--- src/design/spq_pkg.sv ---
// Shared types and codes for the sorted priority queue.
package spq_pkg;

    localparam int unsigned VALUE_W  = 32;
    localparam int unsigned PRIO_W   = 16;
    localparam int unsigned OCC_W    = 5;
    localparam int unsigned STATUS_W = 2;

    typedef enum logic {
        OP_INSERT = 1'b0,
        OP_REMOVE = 1'b1
    } op_t;

    typedef enum logic [STATUS_W-1:0] {
        ST_OK        = 2'd0,
        ST_UNDERFLOW = 2'd1,
        ST_OVERFLOW  = 2'd2
    } status_t;

    typedef struct packed {
        logic signed [VALUE_W-1:0] value;
        logic signed [PRIO_W-1:0]  prio;
    } entry_t;

    typedef struct packed {
        logic   valid;
        entry_t ent;
    } slot_t;

    typedef struct packed {
        logic   ins;
        logic   rem;
        entry_t ent;
    } cmd_t;

endpackage

--- src/design/sorted_priority_queue.sv ---
// Top level of the sorted priority queue built as a chain of slot cells.
//
// Input channel s_axis_*: one item per operation. tuser carries the operation
// (insert or remove), tdata the value and priority of an insert.
// Result channel m_axis_*: exactly one item per input item, in order, with
// status, the removed entry (zero unless a remove succeeded) and occupancy.
// The queue is a row of CAPACITY cells kept sorted by priority; equal
// priorities leave first-in, first-out. Every cell compares its own priority
// with the incoming one and either holds, takes the new entry or takes its
// left neighbor's entry; a remove shifts the whole row left by one.
// Each accepted item's result is registered in the output register.
// Throughput is one item per cycle unless the receiver stalls, since all cells update as the item is accepted.
// When the receiver stalls, the output register holds and s_axis_tready drops
// until the result is taken; a new item is accepted in the cycle it leaves.
// Reset empties the queue and clears the output register's valid flag.
// An insert into a full queue is dropped with overflow status; a remove from
// an empty queue reports underflow and leaves the queue unchanged.
module sorted_priority_queue #(
    parameter int unsigned CAPACITY = 16
) (
    input  logic        aclk,
    input  logic        aresetn,
    input  logic        s_axis_tvalid,
    output logic        s_axis_tready,
    input  logic [47:0] s_axis_tdata,   // item_value[31:0], item_priority[47:32]
    input  logic [0:0]  s_axis_tuser,   // op[0]
    output logic        m_axis_tvalid,
    input  logic        m_axis_tready,
    output logic [55:0] m_axis_tdata    // status[1:0], removed_valid[2],
                                        // removed_value[34:3],
                                        // removed_priority[50:35], occupancy[55:51]
);

    localparam int unsigned CNT_W = $clog2(CAPACITY + 1);

    logic               accept;
    spq_pkg::op_t       op;
    spq_pkg::cmd_t      cmd;
    logic               full, empty;
    logic [CNT_W-1:0]   count_reg, count_next;

    spq_pkg::slot_t     slots [CAPACITY];
    logic               keeps [CAPACITY];

    logic               out_valid_reg;
    spq_pkg::status_t   status_reg, status_next;
    logic               rvalid_reg, rvalid_next;
    spq_pkg::entry_t    rent_reg, rent_next;
    logic [spq_pkg::OCC_W-1:0] occ_reg;

    assign s_axis_tready = !out_valid_reg || m_axis_tready;
    assign accept        = s_axis_tvalid && s_axis_tready;
    assign op            = spq_pkg::op_t'(s_axis_tuser[0]);
    assign full          = (count_reg == CNT_W'(CAPACITY));
    assign empty         = (count_reg == '0);

    assign cmd.ins       = accept && (op == spq_pkg::OP_INSERT) && !full;
    assign cmd.rem       = accept && (op == spq_pkg::OP_REMOVE) && !empty;
    assign cmd.ent.value = s_axis_tdata[31:0];
    assign cmd.ent.prio  = s_axis_tdata[47:32];

    genvar gi;
    generate
        for (gi = 0; gi < CAPACITY; gi++) begin : g_cell
            spq_pkg::slot_t left_s, right_s;
            logic           left_k;
            if (gi == 0) begin : g_head
                assign left_s = '0;
                assign left_k = 1'b1;
            end else begin : g_body
                assign left_s = slots[gi-1];
                assign left_k = keeps[gi-1];
            end
            if (gi == CAPACITY - 1) begin : g_tail
                assign right_s = '0;
            end else begin : g_mid
                assign right_s = slots[gi+1];
            end
            spq_cell u_cell (
                .aclk       (aclk),
                .aresetn    (aresetn),
                .cmd        (cmd),
                .left_slot  (left_s),
                .left_keep  (left_k),
                .right_slot (right_s),
                .slot       (slots[gi]),
                .keep       (keeps[gi])
            );
        end
    endgenerate

    always_comb begin
        count_next  = count_reg;
        status_next = spq_pkg::ST_OK;
        rvalid_next = 1'b0;
        rent_next   = '0;
        if (op == spq_pkg::OP_INSERT) begin
            if (full) begin
                status_next = spq_pkg::ST_OVERFLOW;
            end else begin
                count_next = count_reg + CNT_W'(1);
            end
        end else begin
            if (empty) begin
                status_next = spq_pkg::ST_UNDERFLOW;
            end else begin
                count_next  = count_reg - CNT_W'(1);
                rvalid_next = 1'b1;
                rent_next   = slots[0].ent;
            end
        end
    end

    always_ff @(posedge aclk) begin
        if (!aresetn) begin
            count_reg     <= '0;
            out_valid_reg <= 1'b0;
        end else begin
            if (accept) begin
                count_reg     <= count_next;
                out_valid_reg <= 1'b1;
            end else if (m_axis_tready) begin
                out_valid_reg <= 1'b0;
            end
        end
        if (accept) begin
            status_reg <= status_next;
            rvalid_reg <= rvalid_next;
            rent_reg   <= rent_next;
            occ_reg    <= spq_pkg::OCC_W'(count_next);
        end
    end

    assign m_axis_tvalid       = out_valid_reg;
    assign m_axis_tdata[1:0]   = status_reg;
    assign m_axis_tdata[2]     = rvalid_reg;
    assign m_axis_tdata[34:3]  = rent_reg.value;
    assign m_axis_tdata[50:35] = rent_reg.prio;
    assign m_axis_tdata[55:51] = occ_reg;

    a_count_bound: assert property (@(posedge aclk) disable iff (!aresetn)
        count_reg <= CNT_W'(CAPACITY))
        else $error("entry count above capacity");

    a_head_valid: assert property (@(posedge aclk) disable iff (!aresetn)
        slots[0].valid == !empty)
        else $error("head cell valid disagrees with count");

    a_underflow: assert property (@(posedge aclk) disable iff (!aresetn)
        accept && (op == spq_pkg::OP_REMOVE) && empty |=>
        m_axis_tvalid && (m_axis_tdata[1:0] == spq_pkg::ST_UNDERFLOW) && !m_axis_tdata[2])
        else $error("remove from empty queue not flagged");

    a_insert_grows: assert property (@(posedge aclk) disable iff (!aresetn)
        cmd.ins |=> count_reg == $past(count_reg) + CNT_W'(1))
        else $error("insert did not grow the queue");

endmodule

--- src/design/spq_cell.sv ---
// One slot of the sorted chain: holds an entry and trades with its neighbors.
module spq_cell (
    input  logic           aclk,
    input  logic           aresetn,
    input  spq_pkg::cmd_t  cmd,
    input  spq_pkg::slot_t left_slot,
    input  logic           left_keep,
    input  spq_pkg::slot_t right_slot,
    output spq_pkg::slot_t slot,
    output logic           keep
);

    logic                 valid_reg, valid_next;
    spq_pkg::entry_t      ent_reg, ent_next;

    // entries at or ahead of the new priority stay put on insert
    assign keep = valid_reg && ($signed(ent_reg.prio) <= $signed(cmd.ent.prio));

    always_comb begin
        valid_next = valid_reg;
        ent_next   = ent_reg;
        if (cmd.ins && !keep) begin
            if (left_keep) begin
                valid_next = 1'b1;
                ent_next   = cmd.ent;
            end else begin
                valid_next = left_slot.valid;
                ent_next   = left_slot.ent;
            end
        end else if (cmd.rem) begin
            valid_next = right_slot.valid;
            ent_next   = right_slot.ent;
        end
    end

    always_ff @(posedge aclk) begin
        if (!aresetn) begin
            valid_reg <= 1'b0;
        end else begin
            valid_reg <= valid_next;
        end
        ent_reg <= ent_next;
    end

    assign slot.valid = valid_reg;
    assign slot.ent   = ent_reg;

endmodule

--- config.mk ---
export PLATFORM = sky130hd
export DESIGN_NAME = sorted_priority_queue
export DESIGN_NICKNAME = d
export VERILOG_FILES = /design/src/design/spq_pkg.sv /design/src/design/sorted_priority_queue.sv /design/src/design/spq_cell.sv
export SDC_FILE = /design/constraint.sdc
export NUM_CORES = 2
export LEC_CHECK = 0
export ABC_AREA = 1
export BUFFER_PORTS_ARGS = -buffer_cell sky130_fd_sc_hd__buf_2
export CORE_UTILIZATION = 45
export CTS_BUF_LIST = sky130_fd_sc_hd__clkbuf_4
export CTS_CLUSTER_DIAMETER = 120
export DETAILED_ROUTE_END_ITERATION = 10
export GPL_ROUTABILITY_DRIVEN = 0
export GPL_TIMING_DRIVEN = 0
export SYNTH_ARGS = -nofsm -noshare
export SYNTH_HDL_FRONTEND = slang
export SYNTH_SLANG_ARGS = --single-unit
--- constraint.sdc ---
create_clock -name aclk -period 12 [get_ports aclk]
set_input_delay 1.2 -clock aclk [delete_from_list [all_inputs] [get_ports aclk]]
set_output_delay 1.2 -clock aclk [all_outputs]
set_load 0.03 [all_outputs]
==> flow_summary.ini <==
[status]
status = finished, final reports clean

[layout]
drive_gt1_share_pct = 11.9
nets = 6624
largest_reg_flops = 768
area_growth_pct = 11.5
utilization_pct = 50.6
final_cells = 7899

[pwr]
clkPwrFrac_pct = 32.8
total_power_uw = 8080
swShare_pct = 30.3
max-vdd-ir-drop_v = 0.0000671
power_frac_comb_pct = 19.2
p_int_uw = 5630
power_per_cell_area_mw_per_mm2 = 147
p_seq_share_pct = 48.0
leakage_uw = 0.0249
p_switching_uw = 2450

[sta]
rsz0062_at_grt = no
fmax_ghz = 0.241
finalSetupTns_ns = 0
min_period_ns = 4.15
tightest_slew_ns = 1.47
clock_skew_ns = 0.0579
final.period_utilization_pct = 34.5
slew_headroom_pct = 2.12
slew_viol_final = 0
finalHoldViolCount = 0
finalSetupViolCount = 0

[cts]
ctsResizeCount = 0
clock_sinks = 846
hold_buffers = 0
cts_tree = yes
insertion_delay_ns = 1.15
htreeDepth = 4
path_clk_slew_ns = 0.06
root_buffer = clkbuf_4
numCtsBuffers = 227
cts_setup_buffers = 0
clockBufferDepth = 3

[floorplan]
core-area_mm2 = 0.109
fp.dieH_um = 333
pin_count = 111
std_cell_rows = 121
die_x_um = 333
dieArea_mm2 = 0.111
start_util_pct = 45.4

[setup_path]
r2r_start = count_reg[0]$_SDFFE_PN0P_
r2r_setup_slack_ns = 8.01
crit_type = input pin to register
path_max_fanout = 29
cp.required_ns = 12.86
reg2reg_depth = 11
startpoint_type = input pin
cp_data_arrival_time_ns = 5.00
crit_path_end_kind = register
cp_slowest_cell = ha_1
slowest_delay_ns = 0.48
crit_top_cell = nand2_1
rr_endpoint = g_cell[0].u_cell.slot[39]$_DFFE_PP_
path_cells = buf_2 > inv_1 > clkbuf_2 > ha_1 > nand4_1 > nor3_1 > nand2_1 > nand2_1 > nand2_1 > nand3_1 > nand2_2 > nand2_1 > clkbuf_1 > nand2_2 > buf_12

[hold_path]
hold_path_class = input pin to register
hp-start = m_axis_tready
min_path_cells = 4
min_to = m_axis_tvalid$_SDFFE_PN0P_

[synthesis]
ys_seq_elements = 846
synth_ff_type = edfxtp_1
syn-mean-instance-area_um2 = 8.27
yosys_warnings = 0
async_reset_ff_share_pct = 0
synth_area_mm2 = 0.0493
synth_nets = 6269
synth_cell_types = 36
seq_area_frac_synth_pct = 51.1
syn_inst = 5958
synth_edf_count = 824

[global_route]
grt_overflow = 0
track_usage_pct = 25.8
antenna_found_initial = 2
grt_pass1_vias = 38900
grt_max_degree = 40
grt_pass1_wl_mm = 220

[placement]
placedCellCount = 7498
dpl.hpwl_mm = 118
numPortBuffers = 109

[drt]
dr.pass1.iters = 5
drt-wirelength-per-cell_um = 18.2
drc = 0
routed_wl_mm = 144
vias = 40100
drt_iter0_markers = 3457
drtAntennaViolNets = 0
avgViaCountPerCell = 5.07

[flow_run]
maxCapViolations = 0
[synth_stat cells (16+ instances only)]
cell type  instances  share of area (%)
o21ai_1          223                2.3
inv_1            207                1.6
nor2_1           356                2.7
dfxtp_1           22               0.89
buf_6             33               0.75
inv_2             16               0.12
edfxtp_1         824                 50
o21ai_0          568                5.8
nand3_1          172                1.7
nand2_1         2536                 19
buf_4             59               0.90
a21oi_1          239                2.4
buf_2             99                1.0
nand2_2           24               0.30
ha_1             258                6.5
clkbuf_1         190                1.4
o211ai_1          52               0.79
[per-stage QoR]
stage	worst slack, ns	hold slack, ns	area (µm²)
2_1_floorplan	7.22	0.470	49300
3_3_place_gp	5.37	0.488	51600
3_5_place_dp	6.21	0.506	52000
4_1_cts	7.46	0.266	54900
5_1_grt	7.57	0.323	55000
6_report	7.85	0.362	55000
[kinds of logic (layout without fill, tap and decap cells)]
logic type / after synthesis / in the layout / synth area share [%]
fa+ha+maj: 258 / 258 / 6.55
xor+xnor: 5 / 5 / 0.0888
simple gates: 3130 / 3130 / 24.8
mux: 1 / 1 / 0.0203
buf+inv: 611 / 1129 / 5.86
other cells: 0 / 9 / 0
compound gates: 1107 / 1107 / 11.6
flops: 846 / 846 / 51.1
[layout by cell type, fill, tap and decap left out, types with 4 or more instances in the layout]
cell type     n
buf_1         5
buf_12       17
nand4_1       9
o21ai_1     223
o21a_1       10
nand3_1     172
clkbuf_1    175
a21o_1        8
bufinv_16     6
nand2_2      40
o21ai_0     568
inv_1       206
nor2_1      356
o22ai_1       4
o211ai_1     52
clkbuf_2     17
buf_2       208
edfxtp_1    824
inv_2        21
nor4_2        7
nor3_1        6
a21oi_1     239
buf_4        59
clkbuf_4    347
nand2_1    2520
clkinv_1     29
dfxtp_1      22
nand3b_1      9
diode_2       9
ha_1        258
nand2_4       4
buf_6        33
[per-layer routing]
metal	global-route usage, %	vias to the layer above	part of all wire, %	wire length (µm)
li1	-	20800	-	-
met1	36.7	17800	47	67600
met2	40.9	1215	45	64200
met3	3.53	225	6.3	9020
met4	7.91	0	2.2	3210
met5	0	-	0	0
[area by class of cell]
type	count	area, µm²
Timing Repair Buffer	126	886
Clock inverter	45	347
Buffer	388	2070
Clock buffer	347	2610
Tap cell	1414	1770
Antenna cell	9	22.5
Multi-Input combinational cell	4501	21300
Inverter	223	837
Fill cell	10700	53700
Sequential cell	846	25200
[power by group through the flow]
stage / registers, µW / logic, µW / clock network [µW]
finish: 3880 / 1550 / 2650
global route: 3910 / 1770 / 2860
CTS: 3870 / 1550 / 2710
detailed placement: 3930 / 1540 / 0
global placement: 3940 / 1470 / 0
floorplan: 3920 / 1050 / 0
[critical path: cells and delay by family]
family                   cells  cell delay (ns)
adder cells (fa/ha/maj)      1             0.48
buffers and inverters        5             1.59
AND/OR/NAND/NOR              9             1.71
[how the worst max path moves through the flow]
stage / from / end / slack, ns / cells past startpoint
2_1_floorplan: s_axis_tdata[43] / g_cell[11].u_cell.slot[0]$_DFFE_PP_ / 7.22 / 13
3_3_place_gp: s_axis_tdata[43] / g_cell[5].u_cell.slot[10]$_DFFE_PP_ / 5.37 / 13
3_5_place_dp: s_axis_tdata[43] / g_cell[5].u_cell.slot[11]$_DFFE_PP_ / 6.21 / 14
4_1_cts: s_axis_tdata[43] / g_cell[5].u_cell.slot[47]$_DFFE_PP_ / 7.46 / 14
5_1_grt: s_axis_tdata[43] / g_cell[12].u_cell.slot[2]$_DFFE_PP_ / 7.57 / 17
6_report: s_axis_tdata[41] / g_cell[10].u_cell.slot[20]$_DFFE_PP_ / 7.85 / 15
(Power assumes the default switching activity.)
